$ cat config.mk
export PLATFORM = sky130hd
export DESIGN_NAME = gamepad_sample_to_events_unit
export DESIGN_NICKNAME = d
export VERILOG_FILES = /design/src/sv/gse_pkg.sv /design/src/sv/gamepad_sample_to_events_unit.sv /design/src/sv/gse_ctrl.sv /design/src/sv/gse_datapath.sv
export SDC_FILE = /design/constraint.sdc
export NUM_CORES = 1
export LEC_CHECK = 0
export ABC_AREA = 1
export BUFFER_PORTS_ARGS = -buffer_cell sky130_fd_sc_hd__buf_4
export CAP_MARGIN = 20
export CORE_ASPECT_RATIO = 1.5
export CORE_MARGIN = 1
export CORE_UTILIZATION = 45
export CTS_CLUSTER_SIZE = 16
export DETAILED_ROUTE_END_ITERATION = 12
export GPL_ROUTABILITY_DRIVEN = 0
export PLACE_DENSITY_LB_ADDON = 0.12
export SLEW_MARGIN = 30
export SYNTH_ARGS = -nofsm -noshare
export SYNTH_HDL_FRONTEND = slang
export SYNTH_SLANG_ARGS = --single-unit
$ cat constraint.sdc
create_clock -name clock -period 7.3 [get_ports clock]
set_clock_uncertainty 0.1 [all_clocks]
set_input_delay 1.825 -clock clock [delete_from_list [all_inputs] [get_ports clock]]
set_output_delay 1.825 -clock clock [all_outputs]
set_load 0.005 [all_outputs]
$ cat src/sv/gse_pkg.sv
// Shared types, constants and the stick conversion function for the gamepad
// sample to events unit. No dependencies.
`default_nettype none

package gse_pkg;

   localparam int FULL_SCALE   = 32768;
   localparam int BUTTON_COUNT = 16;
   localparam int AXIS_COUNT   = 4;
   localparam int AXIS_W       = 2;
   localparam int SLOT_COUNT   = BUTTON_COUNT + AXIS_COUNT;
   localparam int SLOT_W       = $clog2(SLOT_COUNT);

   localparam logic [15:0] BUTTON_MASK = 16'((32'd1 << BUTTON_COUNT) - 32'd1);
   localparam logic signed [16:0] AXIS_MAX = 17'(FULL_SCALE - 1);
   localparam logic signed [16:0] AXIS_MIN = 17'(-FULL_SCALE);

   localparam logic [7:0] DZ_LOW_RESET  = 8'd116;
   localparam logic [7:0] DZ_HIGH_RESET = 8'd140;
   localparam logic [7:0] STICK_CENTER  = 8'd128;

   typedef enum logic [0:0] {
      CSR_DZ_LOW  = 1'b0,
      CSR_DZ_HIGH = 1'b1
   } csr_index_type;

   typedef enum logic [1:0] {
      KIND_PRESS   = 2'd0,
      KIND_RELEASE = 2'd1,
      KIND_AXIS    = 2'd2
   } event_kind_type;

   typedef enum logic [0:0] {
      ST_IDLE = 1'b0,
      ST_SCAN = 1'b1
   } ctrl_state_type;

   typedef struct packed {
      logic              load;
      logic              emit;
      logic [SLOT_W-1:0] slot;
   } ctrl_cmd_type;

   typedef struct packed {
      logic slot_pending;
      logic out_free;
   } dp_status_type;

   // Map a raw stick byte to a full-scale axis value, zero inside the dead zone.
   function automatic logic signed [15:0] stick_to_axis(input logic [7:0] raw,
                                                        input logic [7:0] dz_low,
                                                        input logic [7:0] dz_high);
      logic signed [8:0]  centered;
      logic signed [16:0] scaled;
      logic signed [15:0] result;
      centered = $signed({1'b0, raw}) - $signed({1'b0, STICK_CENTER});
      scaled   = $signed({centered, 8'd0});
      if (raw >= dz_low && raw <= dz_high) begin
         result = 16'sd0;
      end else if (scaled > AXIS_MAX) begin
         result = AXIS_MAX[15:0];
      end else if (scaled < AXIS_MIN) begin
         result = AXIS_MIN[15:0];
      end else begin
         result = scaled[15:0];
      end
      return result;
   endfunction

endpackage

`default_nettype wire

$ cat src/sv/gamepad_sample_to_events_unit.sv
// Gamepad sample to events unit: one sample in, zero to twenty events out.
// A new sample is accepted only in idle, after the sequencer has walked all
// sixteen button slots and four axis slots, one slot per cycle; it stalls on a
// slot while the result register is full and stalled. An event passes the pending
// slot mask and then the result register. Reset (synchronous, active high) clears
// button and axis state, sets the dead zone to 116..140 and empties the result register.
`default_nettype none

module gamepad_sample_to_events_unit (
   input  wire logic                clock,
   input  wire logic                reset,
   // configuration write channel
   input  wire logic                csr_valid,
   output logic                     csr_ready,
   input  wire logic [0:0]          csr_index,
   input  wire logic [7:0]          csr_data,
   // sample input channel
   input  wire logic                req_valid,
   output logic                     req_stall,
   input  wire logic                req_pad_connected,
   input  wire logic [15:0]         req_button_bits,
   input  wire logic [7:0]          req_left_x,
   input  wire logic [7:0]          req_left_y,
   input  wire logic [7:0]          req_right_x,
   input  wire logic [7:0]          req_right_y,
   // event output channel
   output logic                     rsp_valid,
   input  wire logic                rsp_stall,
   output logic [1:0]               rsp_event_kind,
   output logic [3:0]               rsp_event_index,
   output logic signed [15:0]       rsp_axis_value,
   output logic signed [16:0]       rsp_axis_delta,
   output logic                     rsp_last_event
);
   import gse_pkg::*;

   ctrl_cmd_type  cmd;
   dp_status_type status;

   // The user must write configuration only while idle (not enforced); every write is taken at once.
   assign csr_ready = 1'b1;

   // Sequencer: accept a transaction in idle, then step through the slots,
   // holding on a due slot until the result register frees up.
   gse_ctrl u_ctrl (
      .clock     (clock),
      .reset     (reset),
      .req_valid (req_valid),
      .req_stall (req_stall),
      .status    (status),
      .cmd       (cmd)
   );

   // Datapath: convert the sample on load, keep the pending slot mask, update
   // stored axis values as their events leave, and drive the result register.
   gse_datapath u_datapath (
      .clock             (clock),
      .reset             (reset),
      .cmd               (cmd),
      .status            (status),
      .csr_valid         (csr_valid),
      .csr_index         (csr_index),
      .csr_data          (csr_data),
      .req_pad_connected (req_pad_connected),
      .req_button_bits   (req_button_bits),
      .req_left_x        (req_left_x),
      .req_left_y        (req_left_y),
      .req_right_x       (req_right_x),
      .req_right_y       (req_right_y),
      .rsp_valid         (rsp_valid),
      .rsp_stall         (rsp_stall),
      .rsp_event_kind    (rsp_event_kind),
      .rsp_event_index   (rsp_event_index),
      .rsp_axis_value    (rsp_axis_value),
      .rsp_axis_delta    (rsp_axis_delta),
      .rsp_last_event    (rsp_last_event)
   );

endmodule

`default_nettype wire

$ cat src/sv/gse_ctrl.sv
// Sequencer for the gamepad sample to events unit: loads a sample, then walks
// the button and axis slots. Depends on gse_pkg.
`default_nettype none

module gse_ctrl (
   input  wire logic                  clock,
   input  wire logic                  reset,
   input  wire logic                  req_valid,
   output logic                       req_stall,
   input  wire gse_pkg::dp_status_type status,
   output gse_pkg::ctrl_cmd_type      cmd
);
   import gse_pkg::*;

   ctrl_state_type    state_ff, state_in;
   logic [SLOT_W-1:0] slot_ff, slot_in;
   logic              step;
   logic              last_slot;

   // advance past a slot when nothing is due there or the output can take it
   assign step      = !status.slot_pending || status.out_free;
   assign last_slot = (slot_ff == SLOT_W'(SLOT_COUNT - 1));

   always_comb begin
      state_in = state_ff;
      slot_in  = slot_ff;
      case (state_ff)
         ST_IDLE: begin
            slot_in = '0;
            if (req_valid) begin
               state_in = ST_SCAN;
            end
         end
         ST_SCAN: begin
            if (step) begin
               if (last_slot) begin
                  state_in = ST_IDLE;
               end else begin
                  slot_in = slot_ff + 1'b1;
               end
            end
         end
         default: begin
            state_in = ST_IDLE;
         end
      endcase
   end

   always_comb begin
      req_stall = 1'b1;
      cmd.load  = 1'b0;
      cmd.emit  = 1'b0;
      cmd.slot  = slot_ff;
      case (state_ff)
         ST_IDLE: begin
            req_stall = 1'b0;
            cmd.load  = req_valid;
         end
         ST_SCAN: begin
            cmd.emit = status.slot_pending && status.out_free;
         end
         default: begin
            req_stall = 1'b1;
         end
      endcase
   end

   always_ff @(posedge clock) begin
      if (reset) begin
         state_ff <= ST_IDLE;
         slot_ff  <= '0;
      end else begin
         state_ff <= state_in;
         slot_ff  <= slot_in;
      end
   end

endmodule

`default_nettype wire

$ cat src/sv/gse_datapath.sv
// Datapath of the gamepad sample to events unit: dead zone registers, button
// and axis state, pending slot mask and the result register. Depends on gse_pkg.
`default_nettype none

module gse_datapath (
   input  wire logic                   clock,
   input  wire logic                   reset,
   input  wire gse_pkg::ctrl_cmd_type  cmd,
   output gse_pkg::dp_status_type      status,
   input  wire logic                   csr_valid,
   input  wire logic [0:0]             csr_index,
   input  wire logic [7:0]             csr_data,
   input  wire logic                   req_pad_connected,
   input  wire logic [15:0]            req_button_bits,
   input  wire logic [7:0]             req_left_x,
   input  wire logic [7:0]             req_left_y,
   input  wire logic [7:0]             req_right_x,
   input  wire logic [7:0]             req_right_y,
   output logic                        rsp_valid,
   input  wire logic                   rsp_stall,
   output logic [1:0]                  rsp_event_kind,
   output logic [3:0]                  rsp_event_index,
   output logic signed [15:0]          rsp_axis_value,
   output logic signed [16:0]          rsp_axis_delta,
   output logic                        rsp_last_event
);
   import gse_pkg::*;

   logic [7:0]             dz_low_ff, dz_high_ff;
   logic [15:0]            buttons_ff;
   logic signed [15:0]     axis_ff [AXIS_COUNT];
   logic signed [15:0]     axis_new_ff [AXIS_COUNT];
   logic [SLOT_COUNT-1:0]  pending_ff, pending_cleared;

   logic [15:0]            buttons_now;
   logic signed [15:0]     axis_now [AXIS_COUNT];
   logic [7:0]             raw [AXIS_COUNT];
   logic [AXIS_COUNT-1:0]  axis_changed;

   logic                   is_button;
   logic [AXIS_W-1:0]      axis_sel;
   logic signed [15:0]     sel_new, sel_old;
   logic signed [16:0]     sel_delta;

   logic                   rsp_valid_ff;
   event_kind_type         kind_ff;
   logic [3:0]             index_ff;
   logic signed [15:0]     value_ff;
   logic signed [16:0]     delta_ff;
   logic                   last_ff;

   // sample conversion, a disconnected pad reads as all zero
   assign raw[0] = req_left_x;
   assign raw[1] = req_left_y;
   assign raw[2] = req_right_x;
   assign raw[3] = req_right_y;
   assign buttons_now = req_pad_connected ? (req_button_bits & BUTTON_MASK) : 16'd0;

   always_comb begin
      for (int i = 0; i < AXIS_COUNT; i++) begin
         axis_now[i] = req_pad_connected ?
                       stick_to_axis(raw[i], dz_low_ff, dz_high_ff) : 16'sd0;
         axis_changed[i] = (axis_now[i] != axis_ff[i]);
      end
   end

   // slot decode
   assign is_button = (cmd.slot < SLOT_W'(BUTTON_COUNT));
   assign axis_sel  = AXIS_W'(cmd.slot - SLOT_W'(BUTTON_COUNT));
   assign sel_new   = axis_new_ff[axis_sel];
   assign sel_old   = axis_ff[axis_sel];
   assign sel_delta = {sel_new[15], sel_new} - {sel_old[15], sel_old};

   always_comb begin
      for (int s = 0; s < SLOT_COUNT; s++) begin
         pending_cleared[s] = pending_ff[s] && (cmd.slot != SLOT_W'(s));
      end
   end

   assign status.slot_pending = pending_ff[cmd.slot];
   assign status.out_free     = !rsp_valid_ff || !rsp_stall;

   // configuration
   always_ff @(posedge clock) begin
      if (reset) begin
         dz_low_ff  <= DZ_LOW_RESET;
         dz_high_ff <= DZ_HIGH_RESET;
      end else if (csr_valid) begin
         case (csr_index_type'(csr_index))
            CSR_DZ_LOW:  dz_low_ff  <= csr_data;
            CSR_DZ_HIGH: dz_high_ff <= csr_data;
            default: begin
               dz_low_ff <= dz_low_ff;
            end
         endcase
      end
   end

   // stored state and pending mask
   always_ff @(posedge clock) begin
      if (reset) begin
         buttons_ff <= '0;
         pending_ff <= '0;
         for (int i = 0; i < AXIS_COUNT; i++) begin
            axis_ff[i] <= '0;
         end
      end else if (cmd.load) begin
         buttons_ff <= buttons_now;
         pending_ff <= {axis_changed, (buttons_now[BUTTON_COUNT-1:0]
                                       ^ buttons_ff[BUTTON_COUNT-1:0])};
      end else if (cmd.emit) begin
         pending_ff <= pending_cleared;
         if (!is_button) begin
            axis_ff[axis_sel] <= sel_new;
         end
      end
   end

   always_ff @(posedge clock) begin
      if (cmd.load) begin
         for (int i = 0; i < AXIS_COUNT; i++) begin
            axis_new_ff[i] <= axis_now[i];
         end
      end
   end

   // result register
   always_ff @(posedge clock) begin
      if (reset) begin
         rsp_valid_ff <= 1'b0;
      end else if (cmd.emit) begin
         rsp_valid_ff <= 1'b1;
      end else if (!rsp_stall) begin
         rsp_valid_ff <= 1'b0;
      end
   end

   always_ff @(posedge clock) begin
      if (cmd.emit) begin
         last_ff <= (pending_cleared == '0);
         if (is_button) begin
            kind_ff  <= buttons_ff[cmd.slot[3:0]] ? KIND_PRESS : KIND_RELEASE;
            index_ff <= 4'(cmd.slot);
            value_ff <= '0;
            delta_ff <= '0;
         end else begin
            kind_ff  <= KIND_AXIS;
            index_ff <= 4'(axis_sel);
            value_ff <= sel_new;
            delta_ff <= sel_delta;
         end
      end
   end

   assign rsp_valid       = rsp_valid_ff;
   assign rsp_event_kind  = kind_ff;
   assign rsp_event_index = index_ff;
   assign rsp_axis_value  = value_ff;
   assign rsp_axis_delta  = delta_ff;
   assign rsp_last_event  = last_ff;

   a_emit_fills_output: assert property (@(posedge clock) disable iff (reset)
      cmd.emit |=> rsp_valid_ff)
      else $error("emitted event did not reach the result register");

   a_emit_only_pending: assert property (@(posedge clock) disable iff (reset)
      cmd.emit |-> (pending_ff[cmd.slot] && status.out_free))
      else $error("event emitted for an idle slot or into a full register");

   a_last_clears_run: assert property (@(posedge clock) disable iff (reset)
      (cmd.emit && (pending_cleared == '0)) |=> (pending_ff == '0 && rsp_last_event))
      else $error("last event marked while events remain");

endmodule

`default_nettype wire
==> reports/qor.yml, run 1 <==
outcome: "completed"
worst_pin_slew_ns: 0.8875
finalNetCount: 1498
via_count: 8691
yosysUniqueCellTypes: 41
fin_tns_setup_ns: 0
dr.pass1.iters: 7
finalSetupViolCount: 0
p_per_area_nw_per_um2: 212.4
fillers: 2107
met2_usage_pct: 50.34
diodes: 0
grt_use_total_pct: 26.45
dp_hpwl_um: 22110
cp-end-kind: "register"
root_buffer: "clkbuf_16"
avgSynthCellArea_um2: 7.717
finalNonFillerCells: 1641
numCtsBuffers: 17
initial_core_util_pct: 45.73
p_total_w: 0.002409
path_class: "in -> reg"
min_period_ns: 3.554
coreArea_um2: 21640
io_buffers: 96
synth_cells: 1282
tritoncts: "built"
ant_nets: 0
p_leak_nw: 5.319
startpoint: "reset"
worstSetupStartpointType: "input pin"
crit_fanout: 41
drc: 0
period_share_pct: 48.68
rsz0062_at_grt: "false"
netlist.area_leader.share_pct: 28.53
grtUsageMet1_pct: 27.81
min_path_type: "reg -> reg"
die_h_um: 183.6
cts_num_sinks: 155
critPathArrivalTime_ns: 3.55
final_cell_mix: "nand2_1, inv_1, nor2_1"
regArea_um2: 4044
die_area_um2: 22590
dp.cells: 1609
routed_via_density: 5.296
ctsResizeCount: 0
hold_viol_final: 0
postCtsHoldBufs: 0
final_common_cell: "nand2_1"
pin_count: 106
drive_above_1_share_pct: 12.71
grt_pass1_vias: 8264
fp-row-count: 66
drv_cap: 0
grt_pass1_wl_um: 44040
drt_iter0_drc: 566
wl_um: 28550
synth_area_leaders: "edfxtp_1, dfxtp_1, nand2_1"
max_freq_ghz: 0.2814
die_width_um: 123.1
top_usage_layer: "met2"
ys_seq_elements: 155
synth-seq-area-share_pct: 40.88
grt_max_degree: 58
finalMaxSlewViolations: 0
vdd_drop_max_mv: 0.1639
htreeDepth: 4
multi_input_area_um2: 4891
post_cts.repair.setup_buffers: 0
area_growth_pct: 14.61
fin_util_pct: 52.41
overflow: 0
antenna_found_initial: 0
cts_max_path_buffers: 2
synth_area_um2: 9893
slew_headroom_pct: 40.48
routedWlPerCell_um: 17.40
cp.required_ns: 7.30
clkSlewWorstSetupHoldPaths_ns: 0.07
yosys_warnings: 0
grt_use_met3_pct: 3.536
holdCritStartpoint: "u_ctrl.slot_ff[0]$_SDFFE_PP0P_"
yosysTopAreaCell: "edfxtp_1"
clk_latency_ns: 0.44
cell usage after synthesis:
| cell type | instances |
|---|---|
| a21o_1 | 3 |
| a21oi_1 | 95 |
| a21oi_2 | 10 |
| a32oi_1 | 9 |
| a41oi_1 | 1 |
| buf_1 | 6 |
| buf_2 | 10 |
| buf_4 | 17 |
| buf_6 | 2 |
| buf_8 | 1 |
| clkbuf_1 | 24 |
| conb_1 | 2 |
| dfxtp_1 | 61 |
| edfxtp_1 | 94 |
| fa_1 | 1 |
| ha_1 | 78 |
| inv_1 | 176 |
| inv_2 | 4 |
| nand2_1 | 302 |
| nand2_2 | 16 |
| nand2_4 | 3 |
| nand3_1 | 64 |
| nand3b_1 | 9 |
| nand4_1 | 21 |
| nand4_4 | 1 |
| nor2_1 | 123 |
| nor2_2 | 2 |
| nor3_1 | 7 |
| nor4_1 | 1 |
| o2111ai_1 | 1 |
| o211ai_1 | 12 |
| o21a_1 | 4 |
| o21ai_0 | 85 |
| o21ai_1 | 8 |
| o21bai_1 | 1 |
| o221ai_1 | 5 |
| o22ai_1 | 1 |
| o31ai_2 | 1 |
| or2_2 | 1 |
| xnor2_1 | 8 |
| xor2_1 | 12 |
metrics by stage:
stage	cell area, µm²	setup slack, ns	hold WS [ns]
after global routing	11340	3.539	0.3538
after detailed placement	10720	3.275	0.3367
after CTS	11340	3.739	0.3500
after floorplan	9938	3.782	0.3064
after global placement	10720	3.290	0.3218
final	11340	3.746	0.3478
registers in the layout (all words and copies together) (netlist names), 2 cells and up, named ones only:
| register | flops |
|---|---|
| u_ctrl.slot_ff | 5 |
| u_datapath.axis_ff | 36 |
| u_datapath.axis_new_ff | 32 |
| u_datapath.buttons_ff | 16 |
| u_datapath.dz_high_ff | 8 |
| u_datapath.dz_low_ff | 8 |
| u_datapath.pending_ff | 20 |
| u_datapath.rsp_axis_delta | 11 |
| u_datapath.rsp_axis_value | 8 |
| u_datapath.rsp_event_index | 4 |
| u_datapath.rsp_event_kind | 2 |
logic make-up after synthesis:
| logic type | count (synthesis) | synth area share, % |
|---|---|---|
| compound gates | 236 | 13.52 |
| xor+xnor | 20 | 1.771 |
| fa+ha+maj | 79 | 10.07 |
| buf+inv | 240 | 10.14 |
| flops | 155 | 40.88 |
| other cells | 2 | 0.07591 |
| simple gates | 550 | 23.55 |
layer usage:
layer  up-vias  part of all wire [%]
met1      3993                    36
li1       4353                     -
met2       269                    55
met3        76                   4.3
met4         0                   4.7
met5         -                     0
worst max-delay path, stage by stage:
cell and delay, ns:
buf_4 0.21, inv_1 0.08, buf_4 0.38, nand4_4 0.29, nor2_2 0.23, nand2_2 0.15
nand2_1 0.36
path summary, 6_finish.rpt:
kind	end	slack, ns	depth (start not counted)
max	u_datapath.axis_ff[1][14]$_SDFFCE_PN0P_	3.75	7
max reg2reg	u_datapath.rsp_axis_delta[15]$_SDFFCE_PN0P_	3.98	12
min	u_datapath.rsp_event_index[0]$_DFFE_PP_	0.35	0
min reg2reg	u_datapath.rsp_event_index[0]$_DFFE_PP_	0.35	0
layout make-up:
type / count / area share [%]
Clock buffer: 18 / 3.785
Clock inverter: 14 / 1.633
Inverter: 180 / 5.959
Multi-Input combinational cell: 899 / 43.14
Sequential cell: 155 / 35.67
Tap cell: 272 / 3.002
Timing Repair Buffer: 103 / 6.820
report_power, final:
| part | internal, W | total, W | switching [W] |
|---|---|---|---|
| clock network | 0.000547 | 0.000934 | 0.000387 |
| registers | 0.000983 | 0.00101 | 0.0000319 |
| logic | 0.000159 | 0.000460 | 0.000301 |
(Power assumes the default switching activity.)
==> inputs of run 2 (changes only) <==
==> constraint.sdc (replaced) <==
create_clock -name clock -period 3.7 [get_ports clock]
set_clock_uncertainty 0.1 [all_clocks]
set_input_delay 0.925 -clock clock [delete_from_list [all_inputs] [get_ports clock]]
set_output_delay 0.925 -clock clock [all_outputs]
set_load 0.005 [all_outputs]
==> run 2 against run 1 <==
Compared with the run above:
- setup slack worse by 3.3 ns
- via count is 0.60% higher
- worst hold slack improved by 0.036 ns
- the run now ends with DRC left
- sequential power up 99%
- clock power is 110% higher
- largest cell class unchanged
- wire length rose by 1.6%
- non-clock buffer count rose by 8
- core utilization rose by 0.53 points
==> reports/qor.yml, run 2 (synthesized netlist as in run 1, its figures left out) <==
fp-row-count: 66
numCtsBuffers: 17
period_share_pct: 86.80
regArea_um2: 4044
drv_cap: 0
grt_use_total_pct: 27.17
p_leak_nw: 5.391
vdd_drop_max_mv: 0.3792
hold_ws_ns: 0.3842
pin_count: 106
outcome: "finished with violations"
coreArea_um2: 21640
cp-end-kind: "register"
finalMaxSlewViolations: 0
cts_num_sinks: 155
die_width_um: 123.1
die_area_um2: 22590
final_cell_mix: "nand2_1, inv_1, nor2_1"
rsz0062_at_grt: "false"
path_cells: "inv_1, a32oi_1, ha_1, a21oi_1, o21ai_0, a21oi_1, o211ai_1, o21ai_0, a21oi_1"
multi_input_area_um2: 4891
io_buffers: 96
cp.required_ns: 3.80
cts_max_path_buffers: 2
grt_max_degree: 58
final_common_cell: "nand2_1"
antenna_found_initial: 0
post_cts.repair.setup_buffers: 0
reg.largest.list: "u_datapath.axis_ff x36, u_datapath.axis_new_ff x32, u_datapath.pending_ff x20"
path_class: "reg -> reg"
htreeDepth: 4
p_per_area_nw_per_um2: 428.3
ant_nets: 0
fillers: 2181
overflow: 0
violations: "DRC"
ctsResizeCount: 0
drt_iter0_drc: 580
tritoncts: "built"
cp_slowest_cell: "dfxtp_1"
worstSetupStartpointType: "register"
fin_area_um2: 11450
routed_via_density: 5.302
max_freq_ghz: 0.3114
fin_tns_setup_ns: 0
wl_um: 28990
clkSlewWorstSetupHoldPaths_ns: 0.07
routedWlPerCell_um: 17.58
grt_pass1_wl_um: 45210
finalSetupViolCount: 0
die_h_um: 183.6
min_path_type: "reg -> reg"
via_count: 8743
area_growth_pct: 15.77
slew_headroom_pct: 47.73
dr.pass1.iters: 9
critPathArrivalTime_ns: 3.31
drc: 1
p_total_w: 0.004905
drive_above_1_share_pct: 12.93
placed_cell_area_um2: 10800
crit_fanout: 24
largest_reg_flops: 36
root_buffer: "clkbuf_16"
hold_viol_final: 0
postCtsHoldBufs: 0
min_period_ns: 3.212
worst_pin_slew_ns: 0.7832
dp_hpwl_um: 22530
finalNetCount: 1506
diodes: 0
initial_core_util_pct: 45.73
top_register: "u_datapath.axis_ff"
grt_pass1_vias: 8576
cp_common_cell: "a21oi_1"
critPathMaxStageDelay_ns: 0.57
clk_latency_ns: 0.44
-- run 2: layer usage --
| metal | track usage [%] | up-vias | part of all wire, % |
|---|---|---|---|
| li1 | - | 4366 | - |
| met1 | 28.07 | 4089 | 37 |
| met2 | 51.17 | 211 | 55 |
| met3 | 3.908 | 77 | 3.3 |
| met4 | 15.28 | 0 | 5.5 |
| met5 | 0 | - | 0 |
-- run 2: area by class of cell --
cell class | count | share of cell area, %
flip-flops and latches | 155 | 35.31
inverters | 180 | 5.899
clock buffers | 19 | 3.780
multi-input cells | 899 | 42.70
well taps | 272 | 2.971
repair buffers | 111 | 7.385
clock inverters | 13 | 1.955
-- run 2: worst paths after layout --
kind                            depth (start not counted)                                          end  slack, ns                             startpoint
worst max-delay path                                    9  u_datapath.rsp_axis_delta[14]$_SDFFCE_PN0P_       0.49                               register
worst min-delay path                                    2        u_datapath.pending_ff[1]$_SDFFE_PP0P_       0.38  u_datapath.pending_ff[1]$_SDFFE_PP0P_
worst max register to register                          9  u_datapath.rsp_axis_delta[14]$_SDFFCE_PN0P_       0.49                               register
worst min register to register                          2        u_datapath.pending_ff[1]$_SDFFE_PP0P_       0.38  u_datapath.pending_ff[1]$_SDFFE_PP0P_
-- run 2: power breakdown --
group	switching (W)	total [W]	internal, W
clock network	0.000727	0.00199	0.00126
registers	0.0000688	0.00201	0.00194
logic	0.000589	0.000909	0.000320
-- run 2: through the flow --
| step | cells | setup WS [ns] | utilization [%] |
|---|---|---|---|
| 6_report | 1649 | 0.4884 | 52.94 |
| 5_1_grt | 1649 | 0.2854 | 52.94 |
| 4_1_cts | 1649 | 0.5322 | 52.94 |
| 3_5_place_dp | 1617 | 0.5537 | 49.90 |
| 3_3_place_gp | 1617 | 0.5183 | 49.90 |
| 2_1_floorplan | 1294 | 0.9720 | - |
-- run 2: critical path, delay by kind of cell (launching register included) --
kind | cells | cell delay (ns)
compound gates | 7 | 1.48
fa+ha+maj | 1 | 0.36
buf+inv | 1 | 0.47
flops | 1 | 0.57
==> inputs of run 3 (changes only) <==
--- a/config.mk
+++ b/config.mk
@@ -10,7 +10,7 @@
 export CAP_MARGIN = 20
 export CORE_ASPECT_RATIO = 1.5
 export CORE_MARGIN = 1
-export CORE_UTILIZATION = 45
+export CORE_UTILIZATION = 58
 export CTS_CLUSTER_SIZE = 16
 export DETAILED_ROUTE_END_ITERATION = 12
 export GPL_ROUTABILITY_DRIVEN = 0
==> run 3 against run 2 <==
Compared with the run above:
- the run now ends clean
- die area down 22%
- core utilization rose by 15 points
- final area decreased by 1.3%
- clock-buffer cell count shrank 2
- combinational power about the same
- first-iteration DRC count grew 10%
- total power fell by 4.8%
- critical path depth is 1 higher
- non-clock buffer count fell by 4
- sequential share of layout area up 0.47 points
- fmax rose by 2.3%
- critical endpoint unchanged
- largest cell class unchanged
==> reports/qor.yml, run 3 (synthesized netlist as in run 1, its figures left out) <==
postCtsHoldBufs: 0
pin_count: 106
die_area_um2: 17590
crit_fanout: 24
antenna_found_initial: 0
cts_num_sinks: 155
slew_headroom_pct: 43.43
final_common_cell: "nand2_1"
p_total_w: 0.004671
worstSetupStartpointType: "register"
grt_use_total_pct: 32.78
path_class: "reg -> reg"
tritoncts: "built"
io_buffers: 96
htreeDepth: 4
regArea_um2: 4044
drive_above_1_share_pct: 12.96
diodes: 0
numCtsBuffers: 17
outcome: "completed"
top_register: "u_datapath.axis_ff"
initial_core_util_pct: 59.27
routedWlPerCell_um: 17.64
multi_input_area_um2: 4891
min_path_type: "reg -> reg"
routed_via_density: 5.652
reg.largest.list: "u_datapath.axis_ff x36, u_datapath.axis_new_ff x32, u_datapath.pending_ff x20"
fp-row-count: 58
p_leak_nw: 5.345
die_width_um: 108.6
dr.pass1.iters: 6
min_period_ns: 3.140
largest_reg_flops: 36
cts_max_path_buffers: 2
critPathArrivalTime_ns: 3.22
ant_nets: 0
drc: 0
root_buffer: "clkbuf_16"
p_per_area_nw_per_um2: 413.2
finalMaxSlewViolations: 0
grt_use_met3_pct: 4.655
overflow: 0
finalNetCount: 1502
clk_latency_ns: 0.43
top_usage_layer: "met2"
max_freq_ghz: 0.3185
placed_cell_area_um2: 10700
grt_pass1_wl_um: 42900
vdd_drop_max_mv: 0.2694
coreArea_um2: 16690
area_growth_pct: 14.27
met2_usage_pct: 59.75
post_cts.repair.setup_buffers: 0
worst_pin_slew_ns: 0.8486
via_count: 8947
fillers: 1465
grtUsageMet1_pct: 34.80
wl_um: 27920
clkSlewWorstSetupHoldPaths_ns: 0.07
fin_tns_setup_ns: 0
ctsResizeCount: 0
grt_pass1_vias: 8368
finalSetupViolCount: 0
rsz0062_at_grt: "false"
drt_iter0_drc: 640
period_share_pct: 84.85
fin_area_um2: 11300
final_cell_mix: "nand2_1, inv_1, nor2_1"
cp.required_ns: 3.78
dp_hpwl_um: 21090
cp-end-kind: "register"
grt_max_degree: 58
die_h_um: 162.0
hold_viol_final: 0
drv_cap: 0
[run 3: cell types whose count changed in the layout (fill, tap and decap cells not counted)]
cell | previous run | this run
bufinv_16 | 6 | 0
clkinv_8 | 0 | 5
buf_4 | 110 | 105
clkbuf_1 | 2 | 0
buf_12 | 1 | 2
clkinv_1 | 2 | 0
clkinv_4 | 2 | 4
clkinvlp_4 | 0 | 1
inv_8 | 0 | 4
clkinv_2 | 2 | 0
[run 3: power breakdown]
| group | leakage [nW] | switching [W] | total [W] | internal, W |
|---|---|---|---|---|
| Clock | 0.289 | 0.000843 | 0.00175 | 0.000910 |
| Combinational | 3.65 | 0.000589 | 0.000909 | 0.000320 |
| Sequential | 1.40 | 0.0000708 | 0.00201 | 0.00194 |
| Total | 5.35 | 0.00150 | 0.00467 | 0.00317 |
[run 3: final timing paths]
check | from | endpoint | slack [ns] | cells after the start
worst min-delay path | u_datapath.rsp_valid$_SDFFE_PP0P_ | u_datapath.rsp_valid$_SDFFE_PP0P_ | 0.38 | 2
worst max-delay path | register | u_datapath.rsp_axis_delta[14]$_SDFFCE_PN0P_ | 0.56 | 10
worst min register to register | u_datapath.rsp_valid$_SDFFE_PP0P_ | u_datapath.rsp_valid$_SDFFE_PP0P_ | 0.38 | 2
worst max register to register | register | u_datapath.rsp_axis_delta[14]$_SDFFCE_PN0P_ | 0.56 | 10
[run 3: layout make-up]
class | instances | area share [%]
multi-input cells | 899 | 43.27
clock buffers | 17 | 3.763
clock inverters | 15 | 1.572
inverters | 180 | 5.977
flip-flops and latches | 155 | 35.77
well taps | 210 | 2.324
repair buffers | 107 | 7.327
[run 3: per-stage QoR]
stage	util [%]	setup slack (ns)	hold slack, ns	std cells
2_1_floorplan	-	0.9720	0.3064	1294
3_3_place_gp	64.12	0.5672	0.3713	1551
3_5_place_dp	64.12	0.5717	0.3782	1551
4_1_cts	67.73	0.6847	0.3880	1583
5_1_grt	67.73	0.4529	0.4165	1583
6_report	67.73	0.5604	0.3834	1583
[run 3: critical path, cell delays in order (launching register included)]
cell,delay [ns]
dfxtp_1,0.33
inv_1,0.61
a21oi_1,0.09
a32oi_1,0.36
ha_1,0.35
a21oi_1,0.25
o21ai_0,0.12
a21oi_1,0.29
o211ai_1,0.17
o21ai_0,0.16
a21oi_1,0.05
[run 3: routing by layer]
metal / vias to the layer above / part of all wire (%) / wire length, µm
met5: - / 0 / 0
met4: 0 / 6.7 / 1868
met3: 109 / 6.0 / 1668
met2: 399 / 52 / 14620
met1: 4073 / 35 / 9769
li1: 4366 / - / -
